### src/rtl/kvct_pkg.sv
// Shared types and constants of the key/value config tokenizer.
`default_nettype none

package kvct_pkg;

  localparam int INDEX_W = 10;
  localparam int FIELD_W = 16;
  localparam int QUEUE_DEPTH = 2;

  typedef enum logic [1:0] {
    KIND_RECORD   = 2'd0,
    KIND_SYNTAX   = 2'd1,
    KIND_CAPACITY = 2'd2,
    KIND_FINISHED = 2'd3
  } result_kind_t;

  // Character classes of one text byte, worked out by the front end.
  typedef struct packed {
    logic end_mark;
    logic is_space;
    logic is_line_end;
    logic is_hash;
    logic is_quote;
    logic is_alpha;
    logic is_digit;
    logic is_label;
  } char_class_t;

  typedef struct packed {
    result_kind_t         kind;
    logic [INDEX_W-1:0]   record_index;
    logic [FIELD_W-1:0]   key_start;
    logic [FIELD_W-1:0]   key_length;
    logic [FIELD_W-1:0]   value_start;
    logic [FIELD_W-1:0]   value_length;
    logic [FIELD_W-1:0]   error_position;
    logic                 last;
  } result_t;

endpackage

`default_nettype wire

### src/rtl/kvct_if.sv
// Valid/ready channel interfaces for text bytes and result tokens.
`default_nettype none

interface kvct_text_if;
  logic       valid;
  logic       ready;
  logic [7:0] byte_value;
  logic       end_marker;

  modport source (output valid, byte_value, end_marker, input ready);
  modport sink (input valid, byte_value, end_marker, output ready);
endinterface

interface kvct_token_if;
  logic                          valid;
  logic                          ready;
  logic [1:0]                    result_kind;
  logic [kvct_pkg::INDEX_W-1:0]  record_index;
  logic [kvct_pkg::FIELD_W-1:0]  key_start;
  logic [kvct_pkg::FIELD_W-1:0]  key_length;
  logic [kvct_pkg::FIELD_W-1:0]  value_start;
  logic [kvct_pkg::FIELD_W-1:0]  value_length;
  logic [kvct_pkg::FIELD_W-1:0]  error_position;
  logic                          last;

  modport source (output valid, result_kind, record_index, key_start, key_length,
                  value_start, value_length, error_position, last, input ready);
  modport sink (input valid, result_kind, record_index, key_start, key_length,
                value_start, value_length, error_position, last, output ready);
endinterface

`default_nettype wire

### src/rtl/kvct_front.sv
// Front end: takes text bytes and sorts each into its character classes.
`default_nettype none

module kvct_front (
  kvct_text_if.sink             text,
  output logic                  push_valid,
  input  logic                  push_ready,
  output kvct_pkg::char_class_t push_data
);

  localparam logic [7:0] CH_NUL    = 8'h00;
  localparam logic [7:0] CH_TAB    = 8'h09;
  localparam logic [7:0] CH_LF     = 8'h0A;
  localparam logic [7:0] CH_SPACE  = 8'h20;
  localparam logic [7:0] CH_QUOTE  = 8'h22;
  localparam logic [7:0] CH_HASH   = 8'h23;
  localparam logic [7:0] CH_DASH   = 8'h2D;
  localparam logic [7:0] CH_DOT    = 8'h2E;
  localparam logic [7:0] CH_SLASH  = 8'h2F;
  localparam logic [7:0] CH_ZERO   = 8'h30;
  localparam logic [7:0] CH_NINE   = 8'h39;
  localparam logic [7:0] CH_COLON  = 8'h3A;
  localparam logic [7:0] CH_UPPER_A = 8'h41;
  localparam logic [7:0] CH_UPPER_Z = 8'h5A;
  localparam logic [7:0] CH_USCORE = 8'h5F;
  localparam logic [7:0] CH_LOWER_A = 8'h61;
  localparam logic [7:0] CH_LOWER_Z = 8'h7A;

  logic [7:0] ch;
  logic       is_nul;
  logic       is_alpha;
  logic       is_digit;

  // The end of the stream is handled as a zero byte.
  assign ch = text.end_marker ? CH_NUL : text.byte_value;
  assign is_nul = (ch == CH_NUL);
  assign is_alpha = ((ch >= CH_LOWER_A) && (ch <= CH_LOWER_Z)) ||
                    ((ch >= CH_UPPER_A) && (ch <= CH_UPPER_Z));
  assign is_digit = (ch >= CH_ZERO) && (ch <= CH_NINE);

  always_comb begin
    push_data.end_mark    = text.end_marker;
    push_data.is_space    = (ch == CH_SPACE) || (ch == CH_TAB) || (ch == CH_LF) || is_nul;
    push_data.is_line_end = (ch == CH_LF) || is_nul;
    push_data.is_hash     = (ch == CH_HASH);
    push_data.is_quote    = (ch == CH_QUOTE);
    push_data.is_alpha    = is_alpha;
    push_data.is_digit    = is_digit;
    push_data.is_label    = is_alpha || is_digit || (ch == CH_DOT) || (ch == CH_COLON) ||
                            (ch == CH_DASH) || (ch == CH_USCORE) || (ch == CH_SLASH) ||
                            is_nul;
  end

  assign push_valid = text.valid;
  assign text.ready = push_ready;

endmodule

`default_nettype wire

### src/rtl/kvct_queue.sv
// Short first-in first-out queue between the front end and the parser.
`default_nettype none

module kvct_queue #(
  parameter int WIDTH = 8,
  parameter int DEPTH = 2
) (
  input  logic             clk,
  input  logic             rst,
  input  logic             push_valid,
  output logic             push_ready,
  input  logic [WIDTH-1:0] push_data,
  output logic             pop_valid,
  input  logic             pop_ready,
  output logic [WIDTH-1:0] pop_data
);

  localparam int PTR_W = (DEPTH > 1) ? $clog2(DEPTH) : 1;
  localparam int CNT_W = $clog2(DEPTH + 1);
  localparam logic [PTR_W-1:0] LAST_SLOT = PTR_W'(DEPTH - 1);

  logic [WIDTH-1:0] entries [DEPTH];
  logic [PTR_W-1:0] wr_ptr;
  logic [PTR_W-1:0] rd_ptr;
  logic [CNT_W-1:0] fill;
  logic             push;
  logic             pop;

  assign push_ready = (fill != CNT_W'(DEPTH));
  assign pop_valid  = (fill != '0);
  assign pop_data   = entries[rd_ptr];
  assign push       = push_valid && push_ready;
  assign pop        = pop_valid && pop_ready;

  always_ff @(posedge clk) begin
    if (rst) begin
      wr_ptr <= '0;
      rd_ptr <= '0;
      fill   <= '0;
    end else begin
      if (push) begin
        wr_ptr <= (wr_ptr == LAST_SLOT) ? '0 : wr_ptr + PTR_W'(1);
      end
      if (pop) begin
        rd_ptr <= (rd_ptr == LAST_SLOT) ? '0 : rd_ptr + PTR_W'(1);
      end
      case ({push, pop})
        2'b10:   fill <= fill + CNT_W'(1);
        2'b01:   fill <= fill - CNT_W'(1);
        default: fill <= fill;
      endcase
    end
  end

  always_ff @(posedge clk) begin
    if (push) begin
      entries[wr_ptr] <= push_data;
    end
  end

endmodule

`default_nettype wire

### src/rtl/kvct_back.sv
// Back end: the parser state machine and the result buffer in front of the output.
`default_nettype none

module kvct_back #(
  parameter int POSITION_BITS = 16,
  parameter int MAX_RECORDS   = 1024
) (
  input  logic                  clk,
  input  logic                  rst,
  input  logic                  cmd_valid,
  output logic                  cmd_ready,
  input  kvct_pkg::char_class_t cmd,
  kvct_token_if.source          tokens
);

  localparam int POS_W      = POSITION_BITS;
  localparam int CNT_W      = $clog2(MAX_RECORDS + 1);
  localparam int BUF_DEPTH  = 4;
  localparam int BUF_PTR_W  = $clog2(BUF_DEPTH);
  localparam int BUF_CNT_W  = $clog2(BUF_DEPTH + 1);
  localparam logic [CNT_W-1:0] REC_LIMIT = CNT_W'(MAX_RECORDS);

  typedef enum logic [6:0] {
    PH_B4_LABEL = 7'b0000001,
    PH_IN_LABEL = 7'b0000010,
    PH_B4_VALUE = 7'b0000100,
    PH_IN_VALUE = 7'b0001000,
    PH_AF_VALUE = 7'b0010000,
    PH_IN_QUOTE = 7'b0100000,
    PH_HALT     = 7'b1000000
  } phase_t;

  phase_t           phase, phase_next;
  logic             in_comment, in_comment_next;
  logic [POS_W-1:0] position, position_next;
  logic [CNT_W-1:0] record_count, record_count_next;
  logic [POS_W-1:0] key_start, key_start_next;
  logic [POS_W-1:0] key_length, key_length_next;
  logic [POS_W-1:0] value_start, value_start_next;
  logic [POS_W-1:0] nonspace_end, nonspace_end_next;

  logic [POS_W-1:0] next_pos;
  logic [POS_W-1:0] trim_end;
  logic [POS_W-1:0] value_end;
  logic [POS_W-1:0] value_len;
  logic             proceed;
  logic             label_start;
  logic             value_begin;
  logic             emit;
  logic             step;

  kvct_pkg::result_t primary;
  kvct_pkg::result_t finish;
  logic              primary_valid;
  logic              finish_valid;
  logic [1:0]        n_push;

  kvct_pkg::result_t      res_buf [BUF_DEPTH];
  kvct_pkg::result_t      head;
  logic [BUF_PTR_W-1:0]   wr_ptr;
  logic [BUF_PTR_W-1:0]   rd_ptr;
  logic [BUF_CNT_W-1:0]   fill;
  logic                   tok_pop;

  // A byte is only taken when the buffer has room for both results it may cause.
  assign cmd_ready = (fill <= BUF_CNT_W'(BUF_DEPTH - 2));
  assign step      = cmd_valid && cmd_ready;
  assign next_pos  = position + POS_W'(1);
  assign trim_end  = (nonspace_end > value_start) ? nonspace_end : value_start;

  always_comb begin
    phase_next        = phase;
    in_comment_next   = in_comment;
    position_next     = position;
    record_count_next = record_count;
    key_start_next    = key_start;
    key_length_next   = key_length;
    value_start_next  = value_start;
    nonspace_end_next = nonspace_end;
    proceed           = 1'b0;
    label_start       = 1'b0;
    value_begin       = 1'b0;
    emit              = 1'b0;
    value_end         = value_start;
    value_len         = '0;
    primary_valid     = 1'b0;
    primary           = '0;
    finish            = '0;
    finish_valid      = 1'b0;

    if (phase != PH_HALT) begin
      if (next_pos == '1) begin
        // The position counter would reach its all-ones value.
        primary_valid          = 1'b1;
        primary.kind           = kvct_pkg::KIND_CAPACITY;
        primary.error_position = kvct_pkg::FIELD_W'(next_pos);
        phase_next             = PH_HALT;
      end else begin
        position_next = next_pos;
        proceed       = !in_comment || cmd.is_line_end;
        if (in_comment && cmd.is_line_end) begin
          in_comment_next = 1'b0;
        end
        if (proceed) begin
          unique case (phase)
            PH_B4_LABEL: begin
              label_start = !cmd.is_space;
            end
            PH_IN_LABEL: begin
              if (!cmd.is_label) begin
                key_length_next = next_pos - key_start;
                if (cmd.is_space) begin
                  phase_next = PH_B4_VALUE;
                end else begin
                  value_begin = 1'b1;
                end
              end
            end
            PH_B4_VALUE: begin
              value_begin = !cmd.is_space;
            end
            PH_IN_VALUE: begin
              if (cmd.is_hash) begin
                emit            = 1'b1;
                value_end       = trim_end;
                phase_next      = PH_B4_LABEL;
                in_comment_next = 1'b1;
              end else if (cmd.is_line_end) begin
                emit       = 1'b1;
                value_end  = trim_end;
                phase_next = PH_AF_VALUE;
              end else if (!cmd.is_space) begin
                nonspace_end_next = next_pos + POS_W'(1);
              end
            end
            PH_AF_VALUE: begin
              if (!cmd.is_space) begin
                if (cmd.is_digit) begin
                  // A digit continues the previous value line: reopen that record.
                  phase_next        = PH_IN_VALUE;
                  nonspace_end_next = next_pos + POS_W'(1);
                  if (record_count != '0) begin
                    record_count_next = record_count - CNT_W'(1);
                  end
                end else begin
                  label_start = 1'b1;
                end
              end
            end
            PH_IN_QUOTE: begin
              // A zero byte is the only line end that is also a label character.
              if (cmd.is_quote || (cmd.is_line_end && cmd.is_label)) begin
                emit       = 1'b1;
                value_end  = next_pos;
                phase_next = PH_B4_LABEL;
              end
            end
            default: begin
            end
          endcase
        end

        if (label_start) begin
          if (cmd.is_hash) begin
            phase_next      = PH_B4_LABEL;
            in_comment_next = 1'b1;
          end else if (cmd.is_alpha) begin
            phase_next     = PH_IN_LABEL;
            key_start_next = next_pos;
          end else begin
            primary_valid          = 1'b1;
            primary.kind           = kvct_pkg::KIND_SYNTAX;
            primary.error_position = kvct_pkg::FIELD_W'(next_pos);
            phase_next             = PH_HALT;
          end
        end

        if (value_begin) begin
          if (cmd.is_quote) begin
            value_start_next = next_pos + POS_W'(1);
            phase_next       = PH_IN_QUOTE;
          end else begin
            value_start_next = next_pos;
            if (cmd.is_hash) begin
              // An empty plain value cut short by a comment.
              nonspace_end_next = next_pos;
              emit              = 1'b1;
              value_end         = next_pos;
              phase_next        = PH_B4_LABEL;
              in_comment_next   = 1'b1;
            end else begin
              nonspace_end_next = next_pos + POS_W'(1);
              phase_next        = PH_IN_VALUE;
            end
          end
        end

        if (emit) begin
          primary_valid = 1'b1;
          value_len     = value_end - value_start_next;
          if (record_count >= REC_LIMIT) begin
            primary.kind           = kvct_pkg::KIND_CAPACITY;
            primary.error_position = kvct_pkg::FIELD_W'(next_pos);
            phase_next             = PH_HALT;
          end else begin
            primary.kind         = kvct_pkg::KIND_RECORD;
            primary.record_index = kvct_pkg::INDEX_W'(record_count);
            primary.key_start    = kvct_pkg::FIELD_W'(key_start);
            primary.key_length   = kvct_pkg::FIELD_W'(key_length_next);
            primary.value_start  = kvct_pkg::FIELD_W'(value_start_next);
            primary.value_length = kvct_pkg::FIELD_W'(value_len);
            record_count_next    = record_count + CNT_W'(1);
          end
        end
      end
    end

    // The end marker closes the stream and puts the parser back to its reset state.
    if (cmd.end_mark) begin
      finish_valid      = 1'b1;
      finish.kind       = kvct_pkg::KIND_FINISHED;
      finish.last       = 1'b1;
      phase_next        = PH_B4_LABEL;
      in_comment_next   = 1'b0;
      position_next     = '1;
      record_count_next = '0;
      key_start_next    = '0;
      key_length_next   = '0;
      value_start_next  = '0;
      nonspace_end_next = '0;
    end else begin
      primary.last = 1'b1;
    end
  end

  always_ff @(posedge clk) begin
    if (rst) begin
      phase        <= PH_B4_LABEL;
      in_comment   <= 1'b0;
      position     <= '1;
      record_count <= '0;
      key_start    <= '0;
      key_length   <= '0;
      value_start  <= '0;
      nonspace_end <= '0;
    end else if (step) begin
      phase        <= phase_next;
      in_comment   <= in_comment_next;
      position     <= position_next;
      record_count <= record_count_next;
      key_start    <= key_start_next;
      key_length   <= key_length_next;
      value_start  <= value_start_next;
      nonspace_end <= nonspace_end_next;
    end
  end

  // Result buffer: up to two entries written per byte, one read per transfer.
  assign n_push  = step ? ({1'b0, primary_valid} + {1'b0, finish_valid}) : 2'd0;
  assign head    = res_buf[rd_ptr];
  assign tok_pop = tokens.valid && tokens.ready;

  always_ff @(posedge clk) begin
    if (rst) begin
      wr_ptr <= '0;
      rd_ptr <= '0;
      fill   <= '0;
    end else begin
      wr_ptr <= wr_ptr + BUF_PTR_W'(n_push);
      if (tok_pop) begin
        rd_ptr <= rd_ptr + BUF_PTR_W'(1);
      end
      fill <= fill + BUF_CNT_W'(n_push) - BUF_CNT_W'(tok_pop);
    end
  end

  always_ff @(posedge clk) begin
    if (step) begin
      if (primary_valid) begin
        res_buf[wr_ptr] <= primary;
      end
      if (finish_valid) begin
        res_buf[wr_ptr + BUF_PTR_W'(primary_valid)] <= finish;
      end
    end
  end

  assign tokens.valid          = (fill != '0);
  assign tokens.result_kind    = head.kind;
  assign tokens.record_index   = head.record_index;
  assign tokens.key_start      = head.key_start;
  assign tokens.key_length     = head.key_length;
  assign tokens.value_start    = head.value_start;
  assign tokens.value_length   = head.value_length;
  assign tokens.error_position = head.error_position;
  assign tokens.last           = head.last;

endmodule

`default_nettype wire

### src/rtl/key_value_config_tokenizer.sv
// Top level of the key/value config tokenizer.
`default_nettype none

// Streaming tokenizer for key/value config text. One byte (or the end marker)
// is taken per cycle unless the text channel stalls: each byte is registered
// in a two-entry queue, a parser makes its whole state update as it takes
// the byte, and its results are registered in the result buffer that drives
// the token channel. A byte causes at most one result, except an end marker,
// which adds a finished result and so can need two output transfers. The
// parser takes a byte only while the four-entry result buffer has room for
// two results, so the text channel stalls when results come faster than the
// token side takes them: while the token side holds off, or when end markers
// add a finished result to another one. Reset needs no clearing pass: the
// block accepts bytes in the first cycle after reset.
module key_value_config_tokenizer #(
  parameter int POSITION_BITS = 16,
  parameter int MAX_RECORDS   = 1024
) (
  input  logic          clk,
  input  logic          rst,
  kvct_text_if.sink     text,
  kvct_token_if.source  tokens
);

  localparam int CLASS_W = $bits(kvct_pkg::char_class_t);

  logic                  push_valid;
  logic                  push_ready;
  kvct_pkg::char_class_t push_cls;
  logic                  pop_valid;
  logic                  pop_ready;
  logic [CLASS_W-1:0]    pop_data;
  kvct_pkg::char_class_t pop_cls;

  kvct_front u_front (
    .text       (text),
    .push_valid (push_valid),
    .push_ready (push_ready),
    .push_data  (push_cls)
  );

  kvct_queue #(
    .WIDTH (CLASS_W),
    .DEPTH (kvct_pkg::QUEUE_DEPTH)
  ) u_queue (
    .clk        (clk),
    .rst        (rst),
    .push_valid (push_valid),
    .push_ready (push_ready),
    .push_data  (push_cls),
    .pop_valid  (pop_valid),
    .pop_ready  (pop_ready),
    .pop_data   (pop_data)
  );

  assign pop_cls = kvct_pkg::char_class_t'(pop_data);

  kvct_back #(
    .POSITION_BITS (POSITION_BITS),
    .MAX_RECORDS   (MAX_RECORDS)
  ) u_back (
    .clk       (clk),
    .rst       (rst),
    .cmd_valid (pop_valid),
    .cmd_ready (pop_ready),
    .cmd       (pop_cls),
    .tokens    (tokens)
  );

endmodule

`default_nettype wire

### src/flat_wrapper.sv
// flat-port wrapper written by rule: the top's interface ports become plain ports
module key_value_config_tokenizer_flat 
#(
  parameter int POSITION_BITS = 16,
  parameter int MAX_RECORDS   = 1024
)
  (clk, rst, text_valid, text_byte_value, text_end_marker, text_ready, tokens_valid, tokens_result_kind, tokens_record_index, tokens_key_start, tokens_key_length, tokens_value_start, tokens_value_length, tokens_error_position, tokens_last, tokens_ready);
  kvct_text_if text_i ();
  kvct_token_if tokens_i ();
  input  logic clk;
  input  logic rst;
  input wire logic [$bits(text_i.valid)-1:0] text_valid;
  input wire logic [$bits(text_i.byte_value)-1:0] text_byte_value;
  input wire logic [$bits(text_i.end_marker)-1:0] text_end_marker;
  output wire logic [$bits(text_i.ready)-1:0] text_ready;
  output wire logic [$bits(tokens_i.valid)-1:0] tokens_valid;
  output wire logic [$bits(tokens_i.result_kind)-1:0] tokens_result_kind;
  output wire logic [$bits(tokens_i.record_index)-1:0] tokens_record_index;
  output wire logic [$bits(tokens_i.key_start)-1:0] tokens_key_start;
  output wire logic [$bits(tokens_i.key_length)-1:0] tokens_key_length;
  output wire logic [$bits(tokens_i.value_start)-1:0] tokens_value_start;
  output wire logic [$bits(tokens_i.value_length)-1:0] tokens_value_length;
  output wire logic [$bits(tokens_i.error_position)-1:0] tokens_error_position;
  output wire logic [$bits(tokens_i.last)-1:0] tokens_last;
  input wire logic [$bits(tokens_i.ready)-1:0] tokens_ready;
  assign text_i.valid = text_valid;
  assign text_i.byte_value = text_byte_value;
  assign text_i.end_marker = text_end_marker;
  assign text_ready = text_i.ready;
  assign tokens_valid = tokens_i.valid;
  assign tokens_result_kind = tokens_i.result_kind;
  assign tokens_record_index = tokens_i.record_index;
  assign tokens_key_start = tokens_i.key_start;
  assign tokens_key_length = tokens_i.key_length;
  assign tokens_value_start = tokens_i.value_start;
  assign tokens_value_length = tokens_i.value_length;
  assign tokens_error_position = tokens_i.error_position;
  assign tokens_last = tokens_i.last;
  assign tokens_i.ready = tokens_ready;
  key_value_config_tokenizer #(.POSITION_BITS(POSITION_BITS), .MAX_RECORDS(MAX_RECORDS)) u_core (.clk(clk), .rst(rst), .text(text_i), .tokens(tokens_i));
endmodule
### config.mk
export PLATFORM = sky130hd
export DESIGN_NAME = key_value_config_tokenizer_flat
export DESIGN_NICKNAME = d
export VERILOG_FILES = /design/src/rtl/kvct_pkg.sv /design/src/rtl/kvct_if.sv /design/src/rtl/kvct_front.sv /design/src/rtl/kvct_queue.sv /design/src/rtl/kvct_back.sv /design/src/rtl/key_value_config_tokenizer.sv /design/src/flat_wrapper.sv
export SDC_FILE = /design/constraint.sdc
export NUM_CORES = 1
export LEC_CHECK = 0
export BUFFER_PORTS_ARGS = -buffer_cell sky130_fd_sc_hd__buf_2
export CAP_MARGIN = 30
export CORE_MARGIN = 5
export CORE_UTILIZATION = 40
export DETAILED_ROUTE_END_ITERATION = 7
export MAX_ROUTING_LAYER = met4
export PLACE_DENSITY = 0.56
export SYNTH_ARGS = -nofsm -noshare
export SYNTH_HDL_FRONTEND = slang
export SYNTH_SLANG_ARGS = --single-unit
### constraint.sdc
create_clock -name clk -period 5.1 [get_ports clk]
set_input_delay 1.02 -clock clk [delete_from_list [all_inputs] [get_ports clk]]
set_output_delay 1.02 -clock clk [all_outputs]
set_load 0.01 [all_outputs]
Yosys cells after proc, flatten, opt, wreduce, memory -nomap -nowiden
Memories as Yosys holds them, arrays and structs flattened. A register that Yosys moved wholly into a read port is not among the register bits.
Index checks and enable logic that the tools add are counted.

word-level totals
  bits in latches = 0
  bits in writable memories = 388
  bits of input ports = 13
  output and inout bits = 95
  memory bits (read-only) = 0
  memories kept = 2
  flip-flop bits (word level) = 110
  logic and storage cells = 249

memory list
  memory                  words  width  read ports  clocked after memory_dff  wr ports  line              text
  u_core.u_back.res_buf   4      93     1           1                         2         kvct_back.sv:58   kvct_pkg::result_t res_buf [BUF_DEPTH];
  u_core.u_queue.entries  2      8      1           1                         1         kvct_queue.sv:22  logic [WIDTH-1:0] entries [DEPTH];

operators by class
  bitwise gates (word level) = 0
  multipliers = 0
  reduce and logical (&&, ||, !) cells = 35
  muxes and demuxes = 150
  add/subtract/negate cells = 16
  shift operators = 0
  eq/ne operators = 23
  div/mod/pow operators = 0
  magnitude comparators = 9

operators with widths
  kind                                                                count
  2-to-1 mux 16 bit                                                   49
  2-to-1 mux 92 bit                                                   2
  2-to-1 mux 74 bit                                                   2
  2-to-1 mux 7 bit                                                    17
  2-to-1 mux 11 bit                                                   10
  one-hot mux 16 bit (2 select lines)                                 2
  equality test 8 x 6 -> 1 bit (second input constant)                7
  2-to-1 mux 1 bit                                                    54
  adder 16 x 1 -> 16 bit (second input constant)                      2
  subtractor 16 bit                                                   2
  one-hot mux 7 bit (4 select lines)                                  1
  equality test 16 bit (second input constant)                        1
  equality test 8 x 4 -> 1 bit (second input constant)                2
  greater-or-equal comparator 8 x 7 -> 1 bit (second input constant)  2
  greater-than comparator 16 bit                                      1
  <= comparator 8 x 7 -> 1 bit (second input constant)                2
  logical OR 1 bit                                                    14
  2-to-1 mux 2 bit                                                    6
  adder 11 x 1 -> 11 bit (second input constant)                      1
  greater-or-equal comparator 11 bit (second input constant)          1
  nonzero test 11 bit                                                 1
  subtractor 11 x 1 -> 11 bit (second input constant)                 1
  nonzero test 2 bit                                                  5
  equality test 8 x 7 -> 1 bit (second input constant)                1
  34 further kinds                                                    47

Depth between registers and ports, before layout
Gate-level depths: netlist of run 1.

  word-level depth = 17
  depth in mapped cells = 25
  depth with buffers taken out = 25

By module
Synthesis of run 1 repeated with hierarchy kept, for this count alone.

unflattened totals
  cells, all modules = 3197
  area, all modules = 25991.2 um^2

by module, submodules not included
  module      area an instance (um^2)  cells each  times used
  kvct_back   24883.9                  3100        1
  kvct_queue  798.3                    49          1
  kvct_front  309.0                    48          1

Worst setup path after synthesis of run 1
No wires, ideal clock.

  kind = register to register
  start point = register u_core.u_back.phase[3]
  end point = memory u_core.u_back.res_buf[0][31] (netlist bit)
  library setup time = 0.070 ns
  cell stages (with the launch flop) = 19
  path slack = 0.137 ns
  arrival time = 4.892 ns
  period minus slack after synthesis = 4.963 ns
  buffers on the path = 2
  path through = dfxtp_1 buf_2 or4_1 a2111oi_1 nand2_1 nor3_1 clkbuf_1 a21oi_1 fa_1 a21o_1 a21oi_1 a21oi_1 o41a_1 a41oi_1 a31oi_1 xnor2_1 nor2_1 nand2_1 a21oi_1

RTL lines
  what                    line              text
  start, declared         kvct_back.sv:33   phase_t phase, phase_next;
  start signal, assigned  kvct_back.sv:247  phase <= phase_next;
  end, declared           kvct_back.sv:58

==> out/summary.txt, run 1 <==
final setup fails -> 0
Iteration-0 DRC Markers -> 2520
RePlAce Congestion -> 1.02
DIE WIDTH -> 261 um
skew final -> 28.6 ps
IO buf count -> 107
DRT antenna net count -> 0
syn nets -> 3165
Setup WS post-layout -> 239 ps
EDFF count, synth -> 28
DRC violations left -> 0
hold crit path type -> reg -> reg
CTS root buf -> clkbuf_16
Worst-path clk slew -> 60 ps
FF-to-FF Start -> u_core.u_back.value_start[15]
post-DP HPWL -> 63900 um
Worst EP arrival -> 5300 ps
Skew-Pair Late Insertion Delay -> 640 ps
CP endpoint kind -> flop
RSZ-0062 raised after global routing -> yes
Initial Util -> 0.402
power per cell area -> 487 nW/um^2
critical path class -> reg -> reg
synth-to-layout area growth -> 17.3%
status -> completed
maximum clock path buffer count -> 3
CTS Buf Count -> 56
Hold Crit Depth -> 2
CTS tree -> yes
Synth top cells by count -> nand2_1, dfxtp_1, a21oi_1
startpoint of the worst hold path -> u_core.u_back.res_buf[1][83]
share of cells above drive strength 1 -> 0.159
WHS -> 447 ps
endpoints failing hold -> 0
routed vias -> 23897
gr usage total -> 0.275
first-pass GRT wire length -> 143000 um
Final Instance Area -> 29600 um^2
worst rel slew slack -> 0.289
largest net degree at the start of global routing -> 84
Core Rows -> 92
most frequent cell after synthesis -> nand2_1
Hold EP -> u_core.u_back.res_buf[1][83]
gr ovfl total -> 0
Tcrit/Tclk final -> 0.953
Syn Inst Count -> 3088
initial antenna violation count -> 2
FF+latch count, synth -> 501
CTS Sinks -> 501
R2R setup slack -> 240 ps
routed vias/inst -> 5.83
Synth area leaders -> dfxtp_1, nand2_1, a21oi_1
Slew Limit Fails -> 0
library cells used by synthesis -> 85
dpl ws -> -141 ps
hold_buf cts -> 0
Max IR drop VDD -> 0.411 mV
Req. time, crit path -> 5540 ps
Wirelength per Cell -> 22.9 um
register area share after synthesis -> 0.409
YS warnings -> 0
Layout Cells excl Fill -> 4096
I/O Pins -> 108
core region area -> 62700 um^2
max-cap viol count -> 0
Fmax achieved -> 206 MHz
Post-Place Cell Area -> 27600 um^2
cell leakage power -> 10.8 nW
vias in the first global route -> 22939
CP Max Fanout -> 5
Yosys top cell area share -> 0.375
Top FF cell, synth -> dfxtp_1
die area -> 68200 um^2
first-pass detailed-route iteration total -> 6
Synth area leader -> dfxtp_1
CP Launch Type -> flop
dpl cells -> 3988
Die Ht -> 261 um
CTS H-tree depth -> 2
Least-Margin Pin Slew -> 1060 ps
r2r worst-path depth -> 22
FFs w/ async S/R, synth -> 0
mapped cell area -> 25200 um^2
WL final -> 94000 um
Syn Area/Cell -> 8.17 um^2
Period minus WS final -> 4860 ps
r2r endpoint -> u_core.u_back.res_buf[2][32]
Nets -> 3277
registers in the layout, summed over array words and instances (netlist names), named ones only:
name / flops
u_core.u_queue.fill: 2
u_core.u_back.fill: 3
u_core.u_queue.rd_ptr: 1
u_core.u_back.res_buf: 372
u_core.u_back.in_comment: 1
u_core.u_back.key_length: 16
u_core.u_back.record_count: 11
u_core.u_back.key_start: 16
u_core.u_queue.entries: 16
u_core.u_back.wr_ptr: 2
u_core.u_back.phase: 7
u_core.u_back.value_start: 16
u_core.u_back.nonspace_end: 16
u_core.u_back.rd_ptr: 2
u_core.u_queue.wr_ptr: 1
u_core.u_back.position: 16
critical path, cell delays in order, from the launching register on:
cell,delay [ps]
dfxtp_1,350
inv_1,70
ha_1,310
and4_1,220
nand4_1,200
nor3_1,290
a21oi_2,70
o211a_1,230
a221o_1,320
a221oi_1,310
buf_4,180
a21oi_1,60
ha_1,340
a21oi_1,250
nand2_1,100
o21ai_2,190
a311oi_2,150
a31oi_2,250
nor2b_1,70
o21a_1,180
o21a_1,180
mux2i_2,230
a211oi_1,130
layout make-up:
class | instances | area (um^2)
Fill cell | 6171 | 33100
Clock inverter | 27 | 330
Sequential cell | 501 | 10300
Clock buffer | 79 | 1620
Antenna cell | 2 | 5.00
Inverter | 68 | 255
Multi-Input combinational cell | 2288 | 13900
Timing Repair Buffer | 285 | 2150
Tap cell | 846 | 1060
kinds of logic (layout without fill, tap and decap cells):
kind of cell             after synthesis  after routing  share of synthesized area
adder cells (fa/ha/maj)               65             65                     0.0330
flip-flops                           501            501                      0.409
multiplexers                         119            119                     0.0935
XOR/XNOR                              88             88                     0.0306
buffers and inverters                299            459                     0.0483
AND/OR/NAND/NOR                     1295           1295                      0.221
other                                  0              2                          0
AO/OA/AOI/OAI                        721            721                      0.165
worst max path at each step:
stage / from / endpoint / slack [ps] / cells past startpoint
global route: u_core.u_back.value_start[15] / u_core.u_back.res_buf[2][32] / -60 / 23
CTS: u_core.u_back.value_start[5] / u_core.u_back.res_buf[0][29] / 40 / 25
floorplan: u_core.u_back.phase[3] / u_core.u_back.res_buf[0][31] / 140 / 18
detailed placement: u_core.u_back.phase[6] / u_core.u_back.res_buf[2][31] / -140 / 17
finish: u_core.u_back.value_start[15] / u_core.u_back.res_buf[2][32] / 240 / 22
global placement: u_core.u_back.phase[6] / u_core.u_back.res_buf[1][31] / -70 / 17
report_power, final:
| part | internal [W] | leakage [nW] | switching [W] |
|---|---|---|---|
| clock | 0.00252 | 0.950 | 0.00176 |
| sequential | 0.00415 | 4.08 | 0.000239 |
| combinational | 0.00193 | 5.80 | 0.00382 |
through the flow:
stage	power, W	TNS, ps	util
floorplan	0.00766	0	-
global placement	0.00999	-327	0.439
detailed placement	0.0101	-1100	0.439
CTS	0.0143	0	0.470
global route	0.0150	-205	0.472
finish	0.0144	0	0.472
metal layers:
layer / global-route usage / share of wire
met1: 0.384 / 0.44
met2: 0.416 / 0.45
met3: 0.0378 / 0.074
met4: 0.0853 / 0.032
met5: - / 0
placed cells by master (no fill, tap or decap), types with 8 or more instances in the layout:
cell / netlist / layout
ha_1: 61 / 61
o21ai_0: 66 / 63
nor2b_1: 16 / 15
a21oi_1: 463 / 457
a21o_1: 12 / 12
clkinv_2: 0 / 9
dfxtp_1: 473 / 471
buf_2: 47 / 106
clkbuf_16: 0 / 57
clkbuf_8: 0 / 11
a32oi_1: 10 / 10
mux4_2: 93 / 93
a22oi_1: 35 / 35
a211oi_1: 15 / 14
and2_1: 16 / 16
inv_1: 63 / 63
nand4_1: 13 / 13
a221o_1: 11 / 11
a221oi_1: 10 / 9
o21a_1: 12 / 12
or3_1: 13 / 12
nand3_1: 175 / 175
o22ai_1: 15 / 15
and3_1: 14 / 14
nor3_1: 31 / 27
xor2_1: 22 / 22
nand2b_1: 20 / 19
nor2_1: 245 / 240
nor4_1: 12 / 11
clkbuf_1: 151 / 11
buf_12: 0 / 22
clkinv_1: 3 / 8
mux2i_1: 22 / 21
nand2_1: 707 / 707
buf_4: 6 / 157
edfxtp_1: 28 / 28
xnor2_1: 66 / 66
timing repair:
action                                 CTS  global route
pin swaps                                0             4
setup endpoints to repair               12            28
setup buffers                            0             0
gates resized for setup                  1            20
endpoints found under the hold margin    0             0
gates cloned                             0             0
Power figures use the tool's default switching activity.
==> inputs of run 2 (changes only) <==
--- a/config.mk
+++ b/config.mk
@@ -6,12 +6,14 @@
 export NUM_CORES = 1
 export LEC_CHECK = 0
 export BUFFER_PORTS_ARGS = -buffer_cell sky130_fd_sc_hd__buf_2
-export CAP_MARGIN = 30
+export CAP_MARGIN = 40
+export CORE_ASPECT_RATIO = 1.1
 export CORE_MARGIN = 5
 export CORE_UTILIZATION = 40
 export DETAILED_ROUTE_END_ITERATION = 7
 export MAX_ROUTING_LAYER = met4
 export PLACE_DENSITY = 0.56
+export SLEW_MARGIN = 20
 export SYNTH_ARGS = -nofsm -noshare
 export SYNTH_HDL_FRONTEND = slang
 export SYNTH_SLANG_ARGS = --single-unit
==> out/summary.txt, run 2 (synthesis gave the netlist of run 1 again) <==
I/O Pins -> 108 (unchanged)
CP endpoint kind -> flop (unchanged)
critical path class -> reg -> reg (unchanged)
endpoints failing hold -> 0 (unchanged)
Hold Crit Depth -> 2 (unchanged)
synth-to-layout area growth -> 20.2% (was 17.3%)
Slew Limit Fails -> 0 (unchanged)
vias in the first global route -> 23055 (was 22939)
Fill cells -> 6033 (was 6171)
ant diodes -> 0 (was 2)
gr ovfl total -> 0 (unchanged)
CTS tree -> yes (unchanged)
r2r endpoint -> u_core.u_back.res_buf[1][31] (was u_core.u_back.res_buf[2][32])
maximum clock path buffer count -> 3 (unchanged)
sum of buffers and inverters on the critical path -> 3 (was 2)
max-cap viol count -> 0 (unchanged)
cells along the critical path -> inv_1 -> ha_1 -> a21o_1 -> a221o_1 -> nand2_1 -> o211ai_1 -> o21ai_1 -> buf_4 -> buf_4 -> a21oi_1 -> a221o_1 -> a22oi_1 -> o22ai_1 -> ha_1 -> a21o_1 -> a21oi_2 -> a21oi_2 -> o41a_1 -> a41oi_2 -> a31oi_1 -> xnor2_1 -> nor2_2 -> nand2_1 -> a21oi_1 (was inv_1 -> ha_1 -> and4_1 -> nand4_1 -> nor3_1 -> a21oi_2 -> o211a_1 -> a221o_1 -> a221oi_1 -> buf_4 -> a21oi_1 -> ha_1 -> a21oi_1 -> nand2_1 -> o21ai_2 -> a311oi_2 -> a31oi_2 -> nor2b_1 -> o21a_1 -> o21a_1 -> mux2i_2 -> a211oi_1)
status -> completed (unchanged)
cell leakage power -> 11.3 nW (was 10.8 nW)
largest net degree at the start of global routing -> 84 (unchanged)
Tcrit/Tclk final -> 0.950 (was 0.953)
Period minus WS final -> 4850 ps (was 4860 ps)
Multi-input gate area -> 13800 um^2 (was 13900 um^2)
family with the most delay on the worst path -> compound AO/OA/AOI/OAI gates (unchanged)
first-pass GRT wire length -> 145000 um (was 143000 um)
R2R setup slack -> 250 ps (was 240 ps)
CTS Buf Count -> 55 (was 56)
WP depth -> 24 (was 22)
Worst EP arrival -> 5390 ps (was 5300 ps)
Wirelength per Cell -> 23.1 um (was 22.9 um)
commonest cells after routing, fill and taps aside -> nand2_1, dfxtp_1, a21oi_1, nor2_1, buf_4 (was nand2_1, dfxtp_1, a21oi_1, nor2_1, nand3_1)
share of cells above drive strength 1 -> 0.181 (was 0.159)
DIE WIDTH -> 249 um (was 261 um)
overall power -> 0.0145 W (was 0.0144 W)
Max IR drop VDD -> 0.355 mV (was 0.411 mV)
routed vias/inst -> 5.75 (was 5.83)
Skew-Pair Late Insertion Delay -> 620 ps (was 640 ps)
max FFs per register -> 372 (unchanged)
DRC violations left -> 0 (unchanged)
FF-to-FF Start -> u_core.u_back.value_start[9] (was u_core.u_back.value_start[15])
power per cell area -> 479 nW/um^2 (was 487 nW/um^2)
Core Rows -> 96 (was 92)
Initial Util -> 0.404 (was 0.402)
r2r worst-path depth -> 24 (was 22)
CTS H-tree depth -> 2 (unchanged)
final setup fails -> 0 (unchanged)
CP Launch Type -> flop (unchanged)
CP Max Fanout -> 5 (unchanged)
routed vias -> 23878 (was 23897)
IO buf count -> 107 (unchanged)
Worst-path clk slew -> 60 ps (about the same)
gr usage total -> 0.278 (was 0.275)
post-DP HPWL -> 68000 um (was 63900 um)
WHS -> 446 ps (was 447 ps)
hold crit path type -> reg -> reg (unchanged)
DRT antenna net count -> 0 (unchanged)
skew final -> 34.9 ps (was 28.6 ps)
worst rel slew slack -> 0.417 (was 0.289)
Hold EP -> u_core.u_back.res_buf[3][59] (was u_core.u_back.res_buf[1][83])
fin util -> 0.486 (was 0.472)
core region area -> 62500 um^2 (was 62700 um^2)
die area -> 68200 um^2 (about the same)
max incr delay on CP -> 460 ps (was 350 ps)
Nets -> 3355 (was 3277)
CTS root buf -> clkbuf_16 (unchanged)
startpoint of the worst hold path -> u_core.u_back.res_buf[3][59] (was u_core.u_back.res_buf[1][83])
Most flops, register -> u_core.u_back.res_buf (unchanged)
initial antenna violation count -> 1 (was 2)
commonest non-fill, non-tap cell in the layout -> nand2_1 (unchanged)
first-pass detailed-route iteration total -> 5 (was 6)
CTS Sinks -> 501 (unchanged)
Least-Margin Pin Slew -> 868 ps (was 1060 ps)
Req. time, crit path -> 5640 ps (was 5540 ps)
Iteration-0 DRC Markers -> 2146 (was 2520)
RePlAce Congestion -> 0.993 (was 1.02)
Die Ht -> 273 um (was 261 um)
FF/Latch Area -> 10300 um^2 (about the same)
RSZ-0062 raised after global routing -> no (was yes)
CP max stage cell -> o41a_1 (was dfxtp_1)
WL final -> 95800 um (was 94000 um)
Fmax achieved -> 206 MHz (about the same)
[run 2: cell types whose count changed in the layout (fill, tap and decap cells not counted), moves of 5 or more]
cell and delta:
clkinv_2 +5, buf_4 +52, clkinv_1 -5, clkbuf_8 -5
buf_12 +23
[run 2: timing repair]
item	4_1_cts	5_1_grt
hold buffers	0	0
pin swaps	0	13
gates resized for setup	2	18
buffers inserted	0	4
setup endpoints to repair	8	22
[run 2: layout make-up]
type / count / share of cell area
inverter: 68 / 0.00842
tap: 833 / 0.0344
sequential: 501 / 0.340
clock buffer: 71 / 0.0507
clock inverter: 29 / 0.00887
multi-input combinational: 2288 / 0.457
timing repair buffer: 364 / 0.101
[run 2: tightest hold or removal path, stage by stage (launching register included)]
cell,delay [ps]
dfxtp_1,310
nand2_1,50
a21oi_1,50
[run 2: worst max path at each step]
stage | from | to | slack, ps
floorplan | u_core.u_back.phase[3] | u_core.u_back.res_buf[0][31] | 140
global placement | u_core.u_back.value_start[5] | u_core.u_back.res_buf[0][31] | -80
detailed placement | u_core.u_back.value_start[5] | u_core.u_back.res_buf[2][31] | -40
CTS | u_core.u_back.value_start[7] | u_core.u_back.res_buf[2][31] | 70
global route | u_core.u_back.value_start[9] | u_core.u_back.res_buf[2][31] | 9
finish | u_core.u_back.value_start[9] | u_core.u_back.res_buf[1][31] | 250
[run 2: power by group]
| group | total (W) | internal (W) | switching (W) |
|---|---|---|---|
| Combinational | 0.00615 | 0.00217 | 0.00398 |
| Clock | 0.00401 | 0.00229 | 0.00172 |
| Sequential | 0.00438 | 0.00415 | 0.000229 |
[run 2: per-stage QoR]
stage	TNS [ps]	area (um^2)	worst slack [ps]	cells
4_1_cts	0	30200	67.3	4149
5_1_grt	0	30300	9.11	4154
6_report	0	30300	253	4154
3_5_place_dp	-225	28400	-39.2	4049
3_3_place_gp	-407	28400	-84.0	4046
2_1_floorplan	0	25200	137	3088
[run 2: layer usage]
metal / global-route usage / routed length (um) / vias to the layer above
li1: - / - / 11161
met1: 0.364 / 41000 / 11628
met2: 0.442 / 44500 / 892
met3: 0.0427 / 6100 / 197
met4: 0.103 / 4130 / 0
met5: - / 0 / -
==> inputs of run 3 (changes only) <==
--- a/config.mk
+++ b/config.mk
@@ -5,11 +5,13 @@
 export SDC_FILE = /design/constraint.sdc
 export NUM_CORES = 1
 export LEC_CHECK = 0
+export ABC_AREA = 1
 export BUFFER_PORTS_ARGS = -buffer_cell sky130_fd_sc_hd__buf_2
 export CAP_MARGIN = 40
 export CORE_ASPECT_RATIO = 1.1
 export CORE_MARGIN = 5
 export CORE_UTILIZATION = 40
+export CTS_BUF_LIST = sky130_fd_sc_hd__clkbuf_2
 export DETAILED_ROUTE_END_ITERATION = 7
 export MAX_ROUTING_LAYER = met4
 export PLACE_DENSITY = 0.56
==> out/summary.txt, run 3 <==
Fill cells -> 6702 (was 6033)
Compound-Gate Fraction of Synth Area -> 0.218 (was 0.165)
CP max stage cell -> dfxtp_1 (was o41a_1)
status -> completed (unchanged)
CTS root buf -> clkbuf_2 (was clkbuf_16)
CP endpoint kind -> flop (unchanged)
routed vias/inst -> 5.37 (was 5.75)
DRT antenna net count -> 0 (unchanged)
CP Max Fanout -> 10 (was 5)
Combinational Power Share -> 0.493 (was 0.423)
cell leakage power -> 11.3 nW (about the same)
share of cells above drive strength 1 -> 0.129 (was 0.181)
critical path class -> reg -> reg (unchanged)
commonest non-fill, non-tap cell in the layout -> nand2_1 (unchanged)
switching power -> 0.00706 W (was 0.00593 W)
IO buf count -> 107 (unchanged)
CTS Buf Count -> 134 (was 55)
WL final -> 85100 um (was 95800 um)
first-pass GRT wire length -> 133000 um (was 145000 um)
Least-Margin Pin Slew -> 890 ps (was 868 ps)
commonest cells after routing, fill and taps aside -> nand2_1, dfxtp_1, nor2_1, o21ai_1, o21ai_0 (was nand2_1, dfxtp_1, a21oi_1, nor2_1, buf_4)
RSZ-0062 raised after global routing -> no (unchanged)
sw frac -> 0.484 (was 0.408)
endpoints failing hold -> 0 (unchanged)
post-DP HPWL -> 55400 um (was 68000 um)
Hold Crit Depth -> 3 (was 2)
Iteration-0 DRC Markers -> 1934 (was 2146)
hold crit path type -> in -> reg (was reg -> reg)
CTS Sinks -> 501 (unchanged)
I/O Pins -> 108 (unchanged)
multiplexer area fraction after synthesis -> 0.00160 (was 0.0935)
RePlAce Congestion -> 0.976 (was 0.993)
DIE WIDTH -> 249 um (about the same)
Slew Limit Fails -> 0 (unchanged)
library cells used by synthesis -> 64 (was 85)
fin util -> 0.443 (was 0.486)
routed vias -> 24535 (was 23878)
power per cell area -> 530 nW/um^2 (was 479 nW/um^2)
Syn Inst Count -> 3521 (was 3088)
skew final -> 80.7 ps (was 34.9 ps)
Synth Area in XOR/XNOR -> 0.0119 (was 0.0306)
synthesized-area fraction occupied by and/or/nand/nor cells -> 0.244 (was 0.221)
Yosys top cell area share -> 0.378 (was 0.375)
CP Launch Type -> flop (unchanged)
initial antenna violation count -> 3 (was 1)
DRC violations left -> 0 (unchanged)
Syn Area/Cell -> 7.11 um^2 (was 8.17 um^2)
R2R setup slack -> 380 ps (was 250 ps)
core region area -> 62200 um^2 (was 62500 um^2)
Wirelength per Cell -> 18.6 um (was 23.1 um)
largest net degree at the start of global routing -> 129 (was 84)
Fin Setup TNS -> 0 ps (unchanged)
Synth area leaders -> dfxtp_1, nand2_1, o21ai_1 (was dfxtp_1, nand2_1, a21oi_1)
Period minus WS final -> 4720 ps (was 4850 ps)
Die Ht -> 272 um (was 273 um)
largest family of logic cells by synthesized area -> simple AND/OR/NAND/NOR gates (unchanged)
max-cap viol count -> 0 (unchanged)
Initial Util -> 0.403 (was 0.404)
EDFF count, synth -> 28 (unchanged)
register area share after synthesis -> 0.412 (was 0.409)
syn nets -> 3598 (was 3165)
startpoint of the worst hold path -> text_byte_value[7] (was u_core.u_back.res_buf[3][59])
Hold EP -> u_core.u_queue.entries[0][2] (was u_core.u_back.res_buf[3][59])
FF-to-FF Start -> u_core.u_back.position[0] (was u_core.u_back.value_start[9])
Top FF cell, synth -> dfxtp_1 (unchanged)
family with the most delay on the worst path -> simple AND/OR/NAND/NOR gates (was compound AO/OA/AOI/OAI gates)
FF+latch count, synth -> 501 (unchanged)
cell mode on critical path -> nand2_1
Worst EP arrival -> 5920 ps (was 5390 ps)
Synth area leader -> dfxtp_1 (unchanged)
gr ovfl total -> 0 (unchanged)
Most flops, register -> u_core.u_back.res_buf (unchanged)
postcts setup bufs -> 0 (unchanged)
r2r endpoint -> u_core.u_back.res_buf[0][32] (was u_core.u_back.res_buf[1][31])
max FFs per register -> 372 (unchanged)
YS warnings -> 0 (unchanged)
Max IR drop VDD -> 0.318 mV (was 0.355 mV)
dpl cells -> 4335 (was 4049)
Worst-path clk slew -> 100 ps (was 60 ps)
max incr delay on CP -> 600 ps (was 460 ps)
mapped cell area -> 25000 um^2 (was 25200 um^2)
clock share of power -> 0.210 (was 0.276)
final setup fails -> 0 (unchanged)
worst setup path startpoint -> u_core.u_back.position[0] (was u_core.u_back.value_start[9])
Fmax achieved -> 212 MHz (was 206 MHz)
most frequent cell after synthesis -> nand2_1 (unchanged)
FFs w/ async S/R, synth -> 0 (unchanged)
maximum clock path buffer count -> 3 (unchanged)
Tcrit/Tclk final -> 0.925 (was 0.950)
die area -> 67700 um^2 (was 68200 um^2)
CTS tree -> yes (unchanged)
Skew-Pair Late Insertion Delay -> 1290 ps (was 620 ps)
Core Rows -> 96 (unchanged)
Layout Cells excl Fill -> 4567 (was 4154)
vias in the first global route -> 23286 (was 23055)
synth-to-layout area growth -> 10.1% (was 20.2%)
adder-cell area share of the yosys netlist -> 0.0329 (was 0.0330)
r2r worst-path depth -> 27 (was 24)
Synth top cells by count -> nand2_1, dfxtp_1, nor2_1 (was nand2_1, dfxtp_1, a21oi_1)
first-pass detailed-route iteration total -> 8 (was 5)
Seq pwr share -> 0.297 (was 0.301)
Req. time, crit path -> 6300 ps (was 5640 ps)
worst rel slew slack -> 0.406 (was 0.417)
CTS H-tree depth -> 4 (was 2)
sum of buffers and inverters on the critical path -> 4 (was 3)
Nets -> 3719 (was 3355)
gr usage total -> 0.251 (was 0.278)
P_int -> 0.00754 W (was 0.00861 W)
## run 3: cell types whose count changed after synthesis, sizes merged, moves of 54 or more
| cell | delta |
|---|---|
| a21oi | -296 |
| inv | +168 |
| mux4 | -93 |
| nand2 | +242 |
| nand3 | -95 |
| nor2 | +119 |
| o21ai | +567 |
| o22ai | +104 |
| xnor2 | -54 |
## run 3: routing by layer
layer	GRT usage	wire, um
met1	0.328	39300
met2	0.398	38800
met3	0.0452	5030
met4	0.0787	2030
met5	-	0
## run 3: cell type report
cell class,count,area [um^2],area share
multi-input cells,2582,12700,0.462
flip-flops and latches,501,10300,0.374
repair buffers,183,1240,0.0450
well taps,833,1040,0.0378
inverters,240,931,0.0338
clock buffers,185,926,0.0336
clock inverters,40,358,0.0130
diodes,3,7.51,0.000272
## run 3: tightest hold or removal path, delay by kind of cell
kind            cells  cell delay, ps
simple gates        1              50
compound gates      1             150
buf+inv             1              90
## run 3: worst max path at each step
stage,end,cells past startpoint
CTS,tokens_error_position[9],5
detailed placement,u_core.u_back.res_buf[0][31],29
finish,u_core.u_back.res_buf[0][32],27
global placement,u_core.u_back.res_buf[2][27],27
global route,u_core.u_back.res_buf[1][31],29
floorplan,u_core.u_back.res_buf[0][27],28
## run 3: repair_timing
item,4_1_cts,5_1_grt
hold endpoints to repair,5,0
hold buffers,4,0
endpoints found under the setup margin,0,4
resized for setup,0,4
## run 3: stage by stage
| stage | cell area [um^2] | hold slack [ps] | power (W) | worst slack, ps |
|---|---|---|---|---|
| final | 27600 | 238 | 0.0146 | 385 |
| after global routing | 27600 | 86.6 | 0.0155 | 1.47 |
| after CTS | 27600 | 55.1 | 0.0146 | 480 |
| after detailed placement | 26200 | 428 | 0.0115 | 567 |
| after global placement | 26200 | 424 | 0.0115 | 560 |
| after floorplan | 25000 | 414 | 0.00896 | 1160 |
## run 3: cells by family (layout without fill, tap and decap cells)
kind of cell	Yosys count	after routing
AOI/OAI and AO/OA	1009	1009
other	0	3
adders and majority gates	64	64
muxes	4	4
and+or+nand+nor	1474	1474
buffers and inverters	438	648
DFF	501	501
xor gates and xnor gates	31	31
## run 3: power groups by stage
stage | sequential, W | clock [W] | combinational [W]
after floorplan | 0.00434 | 0 | 0.00462
after global routing | 0.00437 | 0.00337 | 0.00778
after detailed placement | 0.00443 | 0 | 0.00706
final | 0.00434 | 0.00307 | 0.00720
after CTS | 0.00434 | 0.00317 | 0.00709
after global placement | 0.00442 | 0 | 0.00707
